File: src/hdl/vsws_pkg.sv
`timescale 1ns / 1ps
// ----------------------------------------------------------------------------
// vsws_pkg
// Shared constants, types and the reciprocal table for the window statistics.
// ----------------------------------------------------------------------------
package vsws_pkg;

  localparam int CHANNELS     = 3;
  localparam int WINDOW_DEPTH = 5;
  localparam int SAMPLE_WIDTH = 16;

  localparam int PTR_W   = $clog2(WINDOW_DEPTH);
  localparam int COUNT_W = $clog2(WINDOW_DEPTH + 1);
  localparam int SUM_W   = SAMPLE_WIDTH + COUNT_W;

  // mean = (sum * floor(2^SUM_W / count)) >> SUM_W, then one correction step
  localparam int RECIP_SHIFT = SUM_W;
  localparam int RECIP_W     = SUM_W + 1;
  localparam int PROD_W      = SUM_W + RECIP_W;
  localparam int RECIP_DEPTH = 2 ** COUNT_W;

  typedef logic [RECIP_DEPTH-1:0][RECIP_W-1:0] recip_table_t;

  // entry k holds floor(2^RECIP_SHIFT / k), entry zero is never used
  function automatic recip_table_t recip_build();
    recip_table_t tab;
    tab[0] = '0;
    for (int k = 1; k < RECIP_DEPTH; k++) begin
      tab[k] = RECIP_W'((64'd1 << RECIP_SHIFT) / 64'(k));
    end
    return tab;
  endfunction

  localparam recip_table_t RECIP_TABLE = recip_build();

  localparam int CH_TEMP   = 0;
  localparam int CH_PULSE  = 1;
  localparam int CH_OXYGEN = 2;

  typedef struct packed {
    logic               wr_en;
    logic               calc_en;
    logic [PTR_W-1:0]   wr_pos;
    logic [COUNT_W-1:0] count;
  } lane_ctrl_t;

  typedef struct packed {
    logic [SAMPLE_WIDTH-1:0] max_val;
    logic [SAMPLE_WIDTH-1:0] min_val;
    logic [SUM_W-1:0]        sum;
    logic                    missing;
  } lane_stats_t;

  typedef struct packed {
    logic [SAMPLE_WIDTH-1:0] temperature_max;
    logic [SAMPLE_WIDTH-1:0] temperature_min;
    logic [SAMPLE_WIDTH-1:0] temperature_mean;
    logic [SAMPLE_WIDTH-1:0] pulse_max;
    logic [SAMPLE_WIDTH-1:0] pulse_min;
    logic [SAMPLE_WIDTH-1:0] pulse_mean;
    logic [SAMPLE_WIDTH-1:0] oxygen_max;
    logic [SAMPLE_WIDTH-1:0] oxygen_min;
    logic [SAMPLE_WIDTH-1:0] oxygen_mean;
    logic [COUNT_W-1:0]      window_count;
    logic [CHANNELS-1:0]     invalid_mask;
  } result_t;

endpackage

File: src/hdl/vsws_in_if.sv
`timescale 1ns / 1ps
// ----------------------------------------------------------------------------
// vsws_in_if
// Input channel: one reading per vital sign with its present bit.
// ----------------------------------------------------------------------------
interface vsws_in_if;
  import vsws_pkg::*;

  logic                    valid;
  logic                    ready;
  logic [SAMPLE_WIDTH-1:0] temperature_sample;
  logic [SAMPLE_WIDTH-1:0] pulse_sample;
  logic [SAMPLE_WIDTH-1:0] oxygen_sample;
  logic                    temperature_present;
  logic                    pulse_present;
  logic                    oxygen_present;

  modport source (
    output valid, temperature_sample, pulse_sample, oxygen_sample,
           temperature_present, pulse_present, oxygen_present,
    input  ready
  );
  modport sink (
    input  valid, temperature_sample, pulse_sample, oxygen_sample,
           temperature_present, pulse_present, oxygen_present,
    output ready
  );
endinterface

File: src/hdl/vsws_out_if.sv
`timescale 1ns / 1ps
// ----------------------------------------------------------------------------
// vsws_out_if
// Result channel: per channel max, min and mean, fill count and invalid mask.
// ----------------------------------------------------------------------------
interface vsws_out_if;
  import vsws_pkg::*;

  logic                    valid;
  logic                    ready;
  logic [SAMPLE_WIDTH-1:0] temperature_max;
  logic [SAMPLE_WIDTH-1:0] temperature_min;
  logic [SAMPLE_WIDTH-1:0] temperature_mean;
  logic [SAMPLE_WIDTH-1:0] pulse_max;
  logic [SAMPLE_WIDTH-1:0] pulse_min;
  logic [SAMPLE_WIDTH-1:0] pulse_mean;
  logic [SAMPLE_WIDTH-1:0] oxygen_max;
  logic [SAMPLE_WIDTH-1:0] oxygen_min;
  logic [SAMPLE_WIDTH-1:0] oxygen_mean;
  logic [COUNT_W-1:0]      window_count;
  logic [CHANNELS-1:0]     invalid_mask;

  modport source (
    output valid, temperature_max, temperature_min, temperature_mean,
           pulse_max, pulse_min, pulse_mean, oxygen_max, oxygen_min,
           oxygen_mean, window_count, invalid_mask,
    input  ready
  );
  modport sink (
    input  valid, temperature_max, temperature_min, temperature_mean,
           pulse_max, pulse_min, pulse_mean, oxygen_max, oxygen_min,
           oxygen_mean, window_count, invalid_mask,
    output ready
  );
endinterface

File: src/hdl/vital_sign_window_statistics_unit.sv
`timescale 1ns / 1ps
// ----------------------------------------------------------------------------
// vital_sign_window_statistics_unit
// Sliding window max, min and mean for temperature, pulse and SpO2.
// ----------------------------------------------------------------------------
// in_ch takes one item per reading set: three 16-bit samples, each with a
// present bit. out_ch gives one item for every input item: max, min and
// truncated mean per channel over the last five readings, the number held
// and a mask of channels whose window still holds a missing reading (their
// statistics read as zero).
// An item is taken in the idle state; the lanes then register their
// statistics in the stats state, the mean multiply is registered in the
// multiply state, and the result register loads in the finish state. No new
// item is taken until the sequencer is back in idle after this single
// stats / multiply / finish sequence that all three lanes share.
// The result register decouples the sides: the next item is accepted while
// a result waits; if the receiver still holds the previous result when the
// next one is finished, the sequencer waits in its last step.
// Reset clears the fill count, write pointer, sequencer and result valid;
// the windows need no clearing as only written entries are read.
// ----------------------------------------------------------------------------
module vital_sign_window_statistics_unit (
  input logic     clk,
  input logic     rst_n,
  vsws_in_if.sink    in_ch,
  vsws_out_if.source out_ch
);
  import vsws_pkg::*;

  localparam logic [1:0] ST_IDLE  = 2'd0;
  localparam logic [1:0] ST_STATS = 2'd1;
  localparam logic [1:0] ST_MUL   = 2'd2;
  localparam logic [1:0] ST_FIN   = 2'd3;

  logic [1:0]         state_r, state_nxt;
  logic [PTR_W-1:0]   write_pos_r, write_pos_nxt;
  logic [COUNT_W-1:0] fill_count_r, fill_count_nxt;
  logic               out_valid_r, out_valid_nxt;
  result_t            out_r;
  result_t            merged;

  logic        in_fire;
  logic        load_out;
  lane_ctrl_t  lane_ctrl;
  lane_stats_t stats [CHANNELS];

  logic [SAMPLE_WIDTH-1:0] sample_c  [CHANNELS];
  logic                    present_c [CHANNELS];

  assign in_ch.ready = (state_r == ST_IDLE);
  assign in_fire     = in_ch.valid && in_ch.ready;
  assign load_out    = (state_r == ST_FIN) && (!out_valid_r || out_ch.ready);

  assign sample_c[CH_TEMP]    = in_ch.temperature_sample;
  assign sample_c[CH_PULSE]   = in_ch.pulse_sample;
  assign sample_c[CH_OXYGEN]  = in_ch.oxygen_sample;
  assign present_c[CH_TEMP]   = in_ch.temperature_present;
  assign present_c[CH_PULSE]  = in_ch.pulse_present;
  assign present_c[CH_OXYGEN] = in_ch.oxygen_present;

  always_comb begin
    lane_ctrl.wr_en   = in_fire;
    lane_ctrl.calc_en = (state_r == ST_STATS);
    lane_ctrl.wr_pos  = write_pos_r;
    lane_ctrl.count   = fill_count_r;
  end

  for (genvar c = 0; c < CHANNELS; c++) begin : g_lane
    vsws_lane u_lane (
      .clk     (clk),
      .ctrl    (lane_ctrl),
      .sample  (sample_c[c]),
      .present (present_c[c]),
      .stats   (stats[c])
    );
  end

  vsws_merge u_merge (
    .clk    (clk),
    .mul_en (state_r == ST_MUL),
    .count  (fill_count_r),
    .stats  (stats),
    .result (merged)
  );

  always_comb begin
    state_nxt      = state_r;
    write_pos_nxt  = write_pos_r;
    fill_count_nxt = fill_count_r;
    out_valid_nxt  = out_valid_r;
    if (out_valid_r && out_ch.ready) out_valid_nxt = 1'b0;
    case (state_r)
      ST_IDLE: begin
        if (in_fire) begin
          state_nxt     = ST_STATS;
          write_pos_nxt = (write_pos_r == PTR_W'(WINDOW_DEPTH - 1)) ? '0
                                                                    : write_pos_r + 1'b1;
          if (fill_count_r != COUNT_W'(WINDOW_DEPTH)) fill_count_nxt = fill_count_r + 1'b1;
        end
      end
      ST_STATS: state_nxt = ST_MUL;
      ST_MUL:   state_nxt = ST_FIN;
      ST_FIN: begin
        if (load_out) begin
          state_nxt     = ST_IDLE;
          out_valid_nxt = 1'b1;
        end
      end
      default: state_nxt = ST_IDLE;
    endcase
  end

  always_ff @(posedge clk) begin
    if (!rst_n) begin
      state_r      <= ST_IDLE;
      write_pos_r  <= '0;
      fill_count_r <= '0;
      out_valid_r  <= 1'b0;
    end else begin
      state_r      <= state_nxt;
      write_pos_r  <= write_pos_nxt;
      fill_count_r <= fill_count_nxt;
      out_valid_r  <= out_valid_nxt;
    end
  end

  always_ff @(posedge clk) begin
    if (load_out) begin
      out_r <= merged;
    end
  end

  assign out_ch.valid            = out_valid_r;
  assign out_ch.temperature_max  = out_r.temperature_max;
  assign out_ch.temperature_min  = out_r.temperature_min;
  assign out_ch.temperature_mean = out_r.temperature_mean;
  assign out_ch.pulse_max        = out_r.pulse_max;
  assign out_ch.pulse_min        = out_r.pulse_min;
  assign out_ch.pulse_mean       = out_r.pulse_mean;
  assign out_ch.oxygen_max       = out_r.oxygen_max;
  assign out_ch.oxygen_min       = out_r.oxygen_min;
  assign out_ch.oxygen_mean      = out_r.oxygen_mean;
  assign out_ch.window_count     = out_r.window_count;
  assign out_ch.invalid_mask     = out_r.invalid_mask;

`ifndef SYNTHESIS
  a_fill_bound: assert property (@(posedge clk) disable iff (!rst_n)
    (fill_count_r <= COUNT_W'(WINDOW_DEPTH)) && (write_pos_r < PTR_W'(WINDOW_DEPTH)))
    else $error("fill count or write pointer out of range");

  a_count_nonzero: assert property (@(posedge clk) disable iff (!rst_n)
    out_valid_r |-> out_r.window_count != '0)
    else $error("result with empty window");

  a_temp_order: assert property (@(posedge clk) disable iff (!rst_n)
    (out_valid_r && !out_r.invalid_mask[CH_TEMP]) |->
      (out_r.temperature_min <= out_r.temperature_mean) &&
      (out_r.temperature_mean <= out_r.temperature_max))
    else $error("temperature mean outside min and max");

  a_invalid_zero: assert property (@(posedge clk) disable iff (!rst_n)
    (out_valid_r && out_r.invalid_mask[CH_PULSE]) |->
      (out_r.pulse_max == '0) && (out_r.pulse_min == '0) && (out_r.pulse_mean == '0))
    else $error("invalid pulse channel with nonzero statistics");

  a_accept_starts: assert property (@(posedge clk) disable iff (!rst_n)
    in_fire |=> (state_r == ST_STATS) && (fill_count_r != '0))
    else $error("accepted item did not start the sequence");
`endif

endmodule

File: src/hdl/vsws_lane.sv
`timescale 1ns / 1ps
// ----------------------------------------------------------------------------
// vsws_lane
// One channel: holds the sample window and finds max, min, sum and missing.
// ----------------------------------------------------------------------------
module vsws_lane (
  input  logic                              clk,
  input  vsws_pkg::lane_ctrl_t              ctrl,
  input  logic [vsws_pkg::SAMPLE_WIDTH-1:0] sample,
  input  logic                              present,
  output vsws_pkg::lane_stats_t             stats
);
  import vsws_pkg::*;

  logic [SAMPLE_WIDTH-1:0] win_r [WINDOW_DEPTH];
  logic [WINDOW_DEPTH-1:0] mark_r;
  lane_stats_t             stats_r;
  lane_stats_t             stats_nxt;

  always_ff @(posedge clk) begin
    if (ctrl.wr_en) begin
      win_r[ctrl.wr_pos]  <= present ? sample : '0;
      mark_r[ctrl.wr_pos] <= ~present;
    end
    if (ctrl.calc_en) begin
      stats_r <= stats_nxt;
    end
  end

  // only the first count entries have been written
  always_comb begin
    stats_nxt.max_val = '0;
    stats_nxt.min_val = '1;
    stats_nxt.sum     = '0;
    stats_nxt.missing = 1'b0;
    for (int i = 0; i < WINDOW_DEPTH; i++) begin
      if (COUNT_W'(i) < ctrl.count) begin
        if (mark_r[i]) begin
          stats_nxt.missing = 1'b1;
        end else begin
          if (win_r[i] > stats_nxt.max_val) stats_nxt.max_val = win_r[i];
          if (win_r[i] < stats_nxt.min_val) stats_nxt.min_val = win_r[i];
          stats_nxt.sum = stats_nxt.sum + SUM_W'(win_r[i]);
        end
      end
    end
  end

  assign stats = stats_r;

endmodule

File: src/hdl/vsws_merge.sv
`timescale 1ns / 1ps
// ----------------------------------------------------------------------------
// vsws_merge
// Combines the lane results: mean by reciprocal multiply, zeroing, mask.
// ----------------------------------------------------------------------------
module vsws_merge (
  input  logic                         clk,
  input  logic                         mul_en,
  input  logic [vsws_pkg::COUNT_W-1:0] count,
  input  vsws_pkg::lane_stats_t        stats [vsws_pkg::CHANNELS],
  output vsws_pkg::result_t            result
);
  import vsws_pkg::*;

  logic [PROD_W-1:0]       prod    [CHANNELS];
  logic [SUM_W-1:0]        q_est_r [CHANNELS];
  logic [SUM_W+COUNT_W-1:0] back   [CHANNELS];
  logic [SUM_W+COUNT_W-1:0] rem    [CHANNELS];
  logic [SUM_W-1:0]        quot    [CHANNELS];
  logic [SAMPLE_WIDTH-1:0] max_c   [CHANNELS];
  logic [SAMPLE_WIDTH-1:0] min_c   [CHANNELS];
  logic [SAMPLE_WIDTH-1:0] mean_c  [CHANNELS];
  logic [CHANNELS-1:0]     bad;

  always_comb begin
    for (int c = 0; c < CHANNELS; c++) begin
      prod[c] = PROD_W'(stats[c].sum) * PROD_W'(RECIP_TABLE[count]);
    end
  end

  always_ff @(posedge clk) begin
    if (mul_en) begin
      for (int c = 0; c < CHANNELS; c++) begin
        q_est_r[c] <= prod[c][RECIP_SHIFT +: SUM_W];
      end
    end
  end

  // estimate is exact or one short
  always_comb begin
    for (int c = 0; c < CHANNELS; c++) begin
      back[c] = (SUM_W + COUNT_W)'(q_est_r[c]) * (SUM_W + COUNT_W)'(count);
      rem[c]  = (SUM_W + COUNT_W)'(stats[c].sum) - back[c];
      quot[c] = (rem[c] >= (SUM_W + COUNT_W)'(count)) ? q_est_r[c] + 1'b1 : q_est_r[c];
      bad[c]  = stats[c].missing;
      max_c[c]  = bad[c] ? '0 : stats[c].max_val;
      min_c[c]  = bad[c] ? '0 : stats[c].min_val;
      mean_c[c] = bad[c] ? '0 : quot[c][SAMPLE_WIDTH-1:0];
    end
  end

  always_comb begin
    result.temperature_max  = max_c[CH_TEMP];
    result.temperature_min  = min_c[CH_TEMP];
    result.temperature_mean = mean_c[CH_TEMP];
    result.pulse_max        = max_c[CH_PULSE];
    result.pulse_min        = min_c[CH_PULSE];
    result.pulse_mean       = mean_c[CH_PULSE];
    result.oxygen_max       = max_c[CH_OXYGEN];
    result.oxygen_min       = min_c[CH_OXYGEN];
    result.oxygen_mean      = mean_c[CH_OXYGEN];
    result.window_count     = count;
    result.invalid_mask     = bad;
  end

endmodule

File: src/flat_wrapper.sv
// flat-port wrapper written by rule: the top's interface ports become plain ports
module vital_sign_window_statistics_unit_flat import vsws_pkg::*;
  (clk, rst_n, in_ch_valid, in_ch_temperature_sample, in_ch_pulse_sample, in_ch_oxygen_sample, in_ch_temperature_present, in_ch_pulse_present, in_ch_oxygen_present, in_ch_ready, out_ch_valid, out_ch_temperature_max, out_ch_temperature_min, out_ch_temperature_mean, out_ch_pulse_max, out_ch_pulse_min, out_ch_pulse_mean, out_ch_oxygen_max, out_ch_oxygen_min, out_ch_oxygen_mean, out_ch_window_count, out_ch_invalid_mask, out_ch_ready);
  vsws_in_if in_ch_i ();
  vsws_out_if out_ch_i ();
  input logic clk;
  input logic rst_n;
  input wire logic [$bits(in_ch_i.valid)-1:0] in_ch_valid;
  input wire logic [$bits(in_ch_i.temperature_sample)-1:0] in_ch_temperature_sample;
  input wire logic [$bits(in_ch_i.pulse_sample)-1:0] in_ch_pulse_sample;
  input wire logic [$bits(in_ch_i.oxygen_sample)-1:0] in_ch_oxygen_sample;
  input wire logic [$bits(in_ch_i.temperature_present)-1:0] in_ch_temperature_present;
  input wire logic [$bits(in_ch_i.pulse_present)-1:0] in_ch_pulse_present;
  input wire logic [$bits(in_ch_i.oxygen_present)-1:0] in_ch_oxygen_present;
  output wire logic [$bits(in_ch_i.ready)-1:0] in_ch_ready;
  output wire logic [$bits(out_ch_i.valid)-1:0] out_ch_valid;
  output wire logic [$bits(out_ch_i.temperature_max)-1:0] out_ch_temperature_max;
  output wire logic [$bits(out_ch_i.temperature_min)-1:0] out_ch_temperature_min;
  output wire logic [$bits(out_ch_i.temperature_mean)-1:0] out_ch_temperature_mean;
  output wire logic [$bits(out_ch_i.pulse_max)-1:0] out_ch_pulse_max;
  output wire logic [$bits(out_ch_i.pulse_min)-1:0] out_ch_pulse_min;
  output wire logic [$bits(out_ch_i.pulse_mean)-1:0] out_ch_pulse_mean;
  output wire logic [$bits(out_ch_i.oxygen_max)-1:0] out_ch_oxygen_max;
  output wire logic [$bits(out_ch_i.oxygen_min)-1:0] out_ch_oxygen_min;
  output wire logic [$bits(out_ch_i.oxygen_mean)-1:0] out_ch_oxygen_mean;
  output wire logic [$bits(out_ch_i.window_count)-1:0] out_ch_window_count;
  output wire logic [$bits(out_ch_i.invalid_mask)-1:0] out_ch_invalid_mask;
  input wire logic [$bits(out_ch_i.ready)-1:0] out_ch_ready;
  assign in_ch_i.valid = in_ch_valid;
  assign in_ch_i.temperature_sample = in_ch_temperature_sample;
  assign in_ch_i.pulse_sample = in_ch_pulse_sample;
  assign in_ch_i.oxygen_sample = in_ch_oxygen_sample;
  assign in_ch_i.temperature_present = in_ch_temperature_present;
  assign in_ch_i.pulse_present = in_ch_pulse_present;
  assign in_ch_i.oxygen_present = in_ch_oxygen_present;
  assign in_ch_ready = in_ch_i.ready;
  assign out_ch_valid = out_ch_i.valid;
  assign out_ch_temperature_max = out_ch_i.temperature_max;
  assign out_ch_temperature_min = out_ch_i.temperature_min;
  assign out_ch_temperature_mean = out_ch_i.temperature_mean;
  assign out_ch_pulse_max = out_ch_i.pulse_max;
  assign out_ch_pulse_min = out_ch_i.pulse_min;
  assign out_ch_pulse_mean = out_ch_i.pulse_mean;
  assign out_ch_oxygen_max = out_ch_i.oxygen_max;
  assign out_ch_oxygen_min = out_ch_i.oxygen_min;
  assign out_ch_oxygen_mean = out_ch_i.oxygen_mean;
  assign out_ch_window_count = out_ch_i.window_count;
  assign out_ch_invalid_mask = out_ch_i.invalid_mask;
  assign out_ch_i.ready = out_ch_ready;
  vital_sign_window_statistics_unit u_core (.clk(clk), .rst_n(rst_n), .in_ch(in_ch_i), .out_ch(out_ch_i));
endmodule
File: config.mk
export PLATFORM = sky130hd
export DESIGN_NAME = vital_sign_window_statistics_unit_flat
export DESIGN_NICKNAME = d
export VERILOG_FILES = /design/src/hdl/vsws_pkg.sv /design/src/hdl/vsws_in_if.sv /design/src/hdl/vsws_out_if.sv /design/src/hdl/vital_sign_window_statistics_unit.sv /design/src/hdl/vsws_lane.sv /design/src/hdl/vsws_merge.sv /design/src/flat_wrapper.sv
export SDC_FILE = /design/constraint.sdc
export NUM_CORES = 2
export LEC_CHECK = 0
export BUFFER_PORTS_ARGS = -buffer_cell sky130_fd_sc_hd__buf_2
export CAP_MARGIN = 30
export CORE_MARGIN = 2
export CORE_UTILIZATION = 59
export DETAILED_ROUTE_END_ITERATION = 7
export GPL_ROUTABILITY_DRIVEN = 0
export HOLD_SLACK_MARGIN = 0.08
export PLACE_DENSITY_LB_ADDON = 0.12
export SYNTH_ARGS = -nofsm -noshare
export SYNTH_HDL_FRONTEND = slang
export SYNTH_SLANG_ARGS = --single-unit
File: constraint.sdc
create_clock -name clk -period 11 [get_ports clk]
set_input_delay 1.65 -clock clk [delete_from_list [all_inputs] [get_ports clk]]
set_output_delay 1.65 -clock clk [all_outputs]
set_load 0.05 [all_outputs]
Word level (Yosys, flattened, before mapping)
Memories as Yosys holds them, arrays and structs flattened. A register that Yosys moved wholly into a read port is not among the register bits.
Index checks and enable logic that the tools add are counted.
W data, S select, Z words.
{"block": "word_totals", "memories": 5, "ff_bits": 330, "output_inout_bits": 152, "wordCells": 222, "romBits": 160, "ram_bits": 297, "input_bits": 55}
{"block": "op_classes", "mux": 100, "n_addsub": 20, "order_cmp": 41, "eq_ne": 7, "multipliers": 6, "bitwise": 3, "n_reduce_logical": 10}
{"name": "(no name shown)", "words": 8, "width": 20, "read_ports": 1, "rd_clocked_by_memory_dff": 1, "wr": 0, "line_no": "vsws_merge.sv:27", "source": "prod[c] = PROD_W'(stats[c].sum) * PROD_W'(RECIP_TABLE[count]);"}
{"name": "u_core.g_lane[0].u_lane.win_r", "words": 5, "width": 16, "read_ports": 5, "rd_clocked_by_memory_dff": 0, "wr": 1, "line_no": "vsws_lane.sv:15", "source": "logic [SAMPLE_WIDTH-1:0] win_r [WINDOW_DEPTH];"}
{"name": "u_core.g_lane[1].u_lane.win_r", "words": 5, "width": 16, "read_ports": 5, "rd_clocked_by_memory_dff": 0, "wr": 1, "line_no": "vsws_lane.sv:15"}
{"name": "u_core.g_lane[2].u_lane.win_r", "words": 5, "width": 16, "read_ports": 5, "rd_clocked_by_memory_dff": 0, "wr": 1, "line_no": "vsws_lane.sv:15"}
{"name": "u_core.u_merge.q_est_r", "words": 3, "width": 19, "read_ports": 3, "rd_clocked_by_memory_dff": 0, "wr": 3, "line_no": "vsws_merge.sv:16", "source": "logic [SUM_W-1:0] q_est_r [CHANNELS];"}
{"operator": "$mux W52", "n": 15}
{"operator": "$mux W51", "n": 15}
{"operator": "$mux W16", "n": 36}
{"operator": "$add A19 B16 Y19", "n": 12}
{"operator": "$gt A16 B16 Y1", "n": 12}
{"operator": "$lt A16 B16 Y1", "n": 12}
{"operator": "$mul A19 B20 Y38", "n": 3}
{"operator": "$ge A22 B3 Y1", "n": 3}
{"operator": "$mul A19 B3 Y22", "n": 3}
{"operator": "$sub A19 B22 Y22", "n": 3}
{"operator": "$add A16 B1 Y16 const B", "n": 3}
{"operator": "$gt A16 B1 Y1 const B", "n": 3}
{"operator": "$lt A16 B16 Y1 const B", "n": 3}
{"operator": "$mux W1", "n": 23}
{"operator": "$mux W20", "n": 1}
{"operator": "$bwmux W5", "n": 3}
{"operator": "$mux W3", "n": 3}
{"operator": "$lt A3 B4 Y1 const B", "n": 2}
{"operator": "$pmux W2 S4", "n": 1}
{"operator": "$add A3 B1 Y3 const B", "n": 2}
{"operator": "$lt A1 B3 Y1 const A", "n": 2}
{"operator": "$lt A2 B3 Y1 const A", "n": 2}
{"operator": "$eq A2 B2 Y1 const B", "n": 2}
{"operator": "$logic_and A1 B1 Y1", "n": 4}
{"operator": "other kinds (15)", "n": 19}

Longest topological paths before layout
An unclocked memory read counts as a cell.
{"block": "depth", "word_depth": 21, "ltp_mapped": 55, "depth_no_buf": 47}

Hierarchy
A second synthesis with hierarchy kept.
{"block": "hier_totals", "cells_unflattened": 9187, "hier_area_um2": 86566.8}
{"module": "vsws_merge", "cells_per_inst": 4922, "area_per_inst_um2": 43098.8, "instances": 1, "seq_area_each_um2": 1711.6}
{"module": "vsws_lane at u_core.g_lane[1].u_lane ...", "cells_per_inst": 1372, "area_per_inst_um2": 12918.6, "instances": 2, "seq_area_each_um2": 4113.9}
{"module": "vsws_lane at u_core.g_lane[0].u_lane", "cells_per_inst": 1311, "area_per_inst_um2": 12602.1, "instances": 1, "seq_area_each_um2": 4113.9}
{"module": "vital_sign_window_statistics_unit", "cells_per_inst": 210, "area_per_inst_um2": 5028.6, "instances": 1, "seq_area_each_um2": 4684.5}

Worst setup path before layout
No wires, ideal clock.
{"block": "synth_timing", "path_kind": "register to register", "from": "register u_core.fill_count_r[0]", "to": "register u_core.g_lane[2].u_lane.stats_r (netlist bit u_core.g_lane[2].u_lane.stats[41]), data pin", "arrival_time_ps": 10146, "n_path_buf": 8, "t_required_ps": 10744, "slack_ps": 598, "path_stages_with_launch": 53, "setup_time_ps": 256, "synth_period_minus_slack_ps": 10402, "cell_sequence": "dfxtp_1 > buf_2 > nor3_4 > nor2_1 > clkbuf_1 > nand2_1 > ha_1 > a21o_1 > a21o_1 > a21oi_1 > nor4_1 > a2111oi_0 > a31o_2 > buf_2 > buf_1 > mux2_2 > inv_1 > ha_1 > (+17 left out) > o21ai_1 > clkbuf_1 > mux2_2 > ha_1 > nor2b_1 > o21a_1 > o21a_1 > o21a_1 > o21a_1 > o21ai_0 > nand2b_1 > a21oi_1 > o211ai_1 > and2_1 > clkbuf_1 > clkbuf_1 > o31ai_1 > a31o_2"}
{"item": "start, declared", "line_no": "vital_sign_window_statistics_unit.sv:37", "source": "logic [COUNT_W-1:0] fill_count_r, fill_count_nxt;"}
{"item": "start signal, assigned", "line_no": "vital_sign_window_statistics_unit.sv:122", "source": "fill_count_r <= fill_count_nxt;"}
{"item": "end signal, assigned", "line_no": "vsws_lane.sv:26", "source": "stats_r <= stats_nxt;"}
{"item": "end, declared", "line_no": "vsws_lane.sv:17", "source": "lane_stats_t stats_r;"}

==> run metrics <==
critical path class=reg -> reg; Worst R2R Path Depth=48; worst-case clock buffer depth=3; unrepaired setup endpoints after global routing=no; CP delay by family, top=compound AO/OA/AOI/OAI gates; Final nets=11.0k; Area contributors post-synth=fa_1, edfxtp_1, ha_1; pre-CTS setup slack=0.324 ns; syn_nets=10.9k; Worst Path Arrival=~11 ns; Yosys top cell area share=0.229; most frequent CP cell=o21a_1; Total Wirelength=~240 mm; Max stage delay cell, worst path=nor3_4; total track usage=0.334; I/O pin total=207; number of global-route vias before repair=65.4k; CTS Hold Buffers Added=0; H-tree levels=3; Initial Util=0.596; Setup crit start=u_core.fill_count_r[2]; DRC viols=16; Worst Hold Depth=1; Die X=383 um; Reg-to-Reg Start=u_core.fill_count_r[2]; post-synth cell types=96; HPWL after DPL=197 mm; Worst-Margin Slew=between 0.9 and 1 ns; Die ar.=0.147 sq mm; Synth Flop Type=edfxtp_1; root buf cell=clkbuf_16; Worst EP required=11.48 ns; Final Setup Violations=0; largest net degree at the start of global routing=66; syn_area_per_cell=9.56 sq um; Skew-Pair Late Insertion Delay=0.71 ns; Starting DRT DRC Count=6628; Hold Crit Class=reg -> reg; Yosys reg bits=roughly 640; WP buf/inv=6; Setup Total Neg Slack=0 ns; final hold vios=0; f_max=between 90 and 100 MHz; CTS tree=built; antenna violations before repair=12; dpl cell area=0.0878 sq mm; Rows=138; number of vias per cell=6.03; Yosys warning count=0; fin util=0.638; post-CTS setup repair buffer count=0; Critical Path Fanout Max=17; Final min period=between 10 and 15 ns; Die Span Y=383 um; final non-filler cell area=about 0.09 sq mm; maxcap violations=0; # placed instances=roughly 11k; PortBufs=between 200 and 250; clk slew on worst S/H paths=0.06 ns; Post-synth EDFFs=roughly 620; CTS buffer count=77; Critical Path Sink Type=register; worst setup margin=0.549 ns; via count=65.7k; violated checks=design-rule violations; DR WL/cell=22.4 um; Layout Skew=between 0.04 and 0.05 ns; Startpoint Class=register; DRT antenna net count=0; Area Overhead vs Synth=6.94%; Max stage delay on crit path=0.50 ns; status=finished, violations left; first-pass GRT wire length=378 mm; Slew Limit Fails=0; Pwr Density=between 200 and 250 mW/mm^2; async set-or-reset flop fraction in the synthesized netlist=0; Rel. slew slack=0.345; worst hold start=u_core.g_lane[1].u_lane.stats[42]; drt pass-1 iters=8; final std cells w/o fill=between 10k and 15k; final clock period utilization by the worst path=0.950; CORE AREA=0.142 sq mm; Clock Sinks=638; WP depth=48; peak supply drop=between 0.1 and 0.15 mV; Synth Instances=8856; share of cells above drive strength 1=0.0735; post-synthesis sequential area ratio=0.224; Yosys top cell by area=fa_1; Synth Cell Area=around 0.085 sq mm; LEAKAGE=roughly 42 nW; Resized Gates After CTS=0; grt ovf=0
## cell usage after synthesis (169+ instances only)
library cell	number
a21oi_1	396
and2_1	480
clkbuf_1	250
edfxtp_1	618
fa_1	969
ha_1	1007
inv_1	1495
nand2_1	779
nor2_1	433
nor2b_1	169
o21ai_0	301
xnor2_1	180
## state kept, by name, indices dropped and copies added, names as in the netlist, 2 cells and up, named ones only
register	count
u_core.g_lane.u_lane.win_r	240
u_core.g_lane.u_lane.stats	156
u_core.u_merge.q_est_r	57
u_core.out_ch.oxygen_max	16
u_core.out_ch.oxygen_mean	16
u_core.out_ch.oxygen_min	16
u_core.out_ch.pulse_max	16
u_core.out_ch.pulse_mean	16
u_core.out_ch.pulse_min	16
u_core.out_ch.temperature_max	16
u_core.out_ch.temperature_mean	16
u_core.out_ch.temperature_min	16
u_core.g_lane.u_lane.mark_r	15
u_core.fill_count_r	3
u_core.out_ch.invalid_mask	3
u_core.out_ch.window_count	3
u_core.write_pos_r	3
u_core.state_r	2
## power breakdown
| group | switching [W] | total, W | internal, W |
|---|---|---|---|
| Combinational | 0.00748 | 0.0125 | 0.00501 |
| Clock | 0.00113 | 0.00271 | 0.00158 |
| Sequential | 0.000923 | 0.00445 | 0.00352 |
## placed cells by master (no fill, tap or decap), types with 18 or more instances in the layout
cell | netlist | final
a2111oi_0 | 26 | 25
a211oi_1 | 39 | 39
a21o_1 | 151 | 151
a21oi_1 | 396 | 396
a31o_2 | 29 | 27
a31oi_1 | 23 | 23
and2_1 | 480 | 480
and3_1 | 51 | 51
buf_2 | 11 | 206
buf_4 | 2 | 85
clkbuf_16 | 0 | 77
edfxtp_1 | 618 | 618
fa_1 | 969 | 969
ha_1 | 1007 | 1005
inv_1 | 1495 | 1495
mux2_2 | 129 | 129
mux2i_1 | 148 | 148
nand2_1 | 779 | 779
nand2b_1 | 78 | 78
nand3_1 | 128 | 127
nand4_1 | 93 | 93
nor2_1 | 433 | 428
nor2b_1 | 169 | 168
nor3_1 | 114 | 114
nor3b_1 | 18 | 18
o211ai_1 | 48 | 48
o21a_1 | 108 | 108
o21ai_0 | 301 | 299
o21bai_1 | 36 | 36
o221ai_1 | 21 | 21
o31ai_1 | 56 | 56
or2_2 | 32 | 31
or3_1 | 54 | 54
xnor2_1 | 180 | 180
xor2_1 | 96 | 96
## cell type report
class / instances / area (sq um)
Tap cell: 1890 / 2360
Sequential cell: 638 / 19000
Timing Repair Buffer: 301 / 1850
Fill cell: 11600 / 51400
Multi-Input combinational cell: 6435 / 59100
Clock inverter: 54 / 654
Clock buffer: 84 / 1950
Inverter: 1496 / 5620
Antenna cell: 1 / 2.50
## per-layer routing
layer / track usage / wire length, um
met2: 0.497 / 104000
met4: 0.106 / 8500
met5: 0 / 69
met1: 0.488 / 104000
met3: 0.0729 / 27200
## worst register-to-register path, delay by kind of cell, from the launching register on
| kind | cells | cell delay [ns] |
|---|---|---|
| AOI/OAI and AO/OA | 24 | 4.79 |
| adders and majority gates | 4 | 1.00 |
| buffers and inverters | 6 | 0.96 |
| DFF | 1 | 0.35 |
| muxes | 4 | 1.35 |
| and+or+nand+nor | 10 | 1.84 |
## worst paths after layout
| check | slack [ns] | to |
|---|---|---|
| hold reg to reg | 0.53 | u_core.out_ch.pulse_max[6] |
| setup / recovery | 0.55 | u_core.g_lane[1].u_lane.stats[45] |
| hold / removal | 0.53 | u_core.out_ch.pulse_max[6] |
| setup reg to reg | 0.55 | u_core.g_lane[1].u_lane.stats[45] |
## cell families after synthesis
| kind of cell | synth area share |
|---|---|
| simple gates | 0.147 |
| fa+ha+maj | 0.378 |
| buf+inv | 0.0794 |
| compound gates | 0.109 |
| flops | 0.224 |
| mux | 0.0348 |
| xor+xnor | 0.0286 |
## stage by stage
stage                     total power [W]  hold slack (ns)
after floorplan                    0.0132            0.435
after global placement             0.0163            0.515
after detailed placement           0.0166            0.525
final                              0.0196            0.529
after global routing               0.0213            0.554
after CTS                          0.0195            0.525
Note: power is estimated with default switching activity, not from simulation.
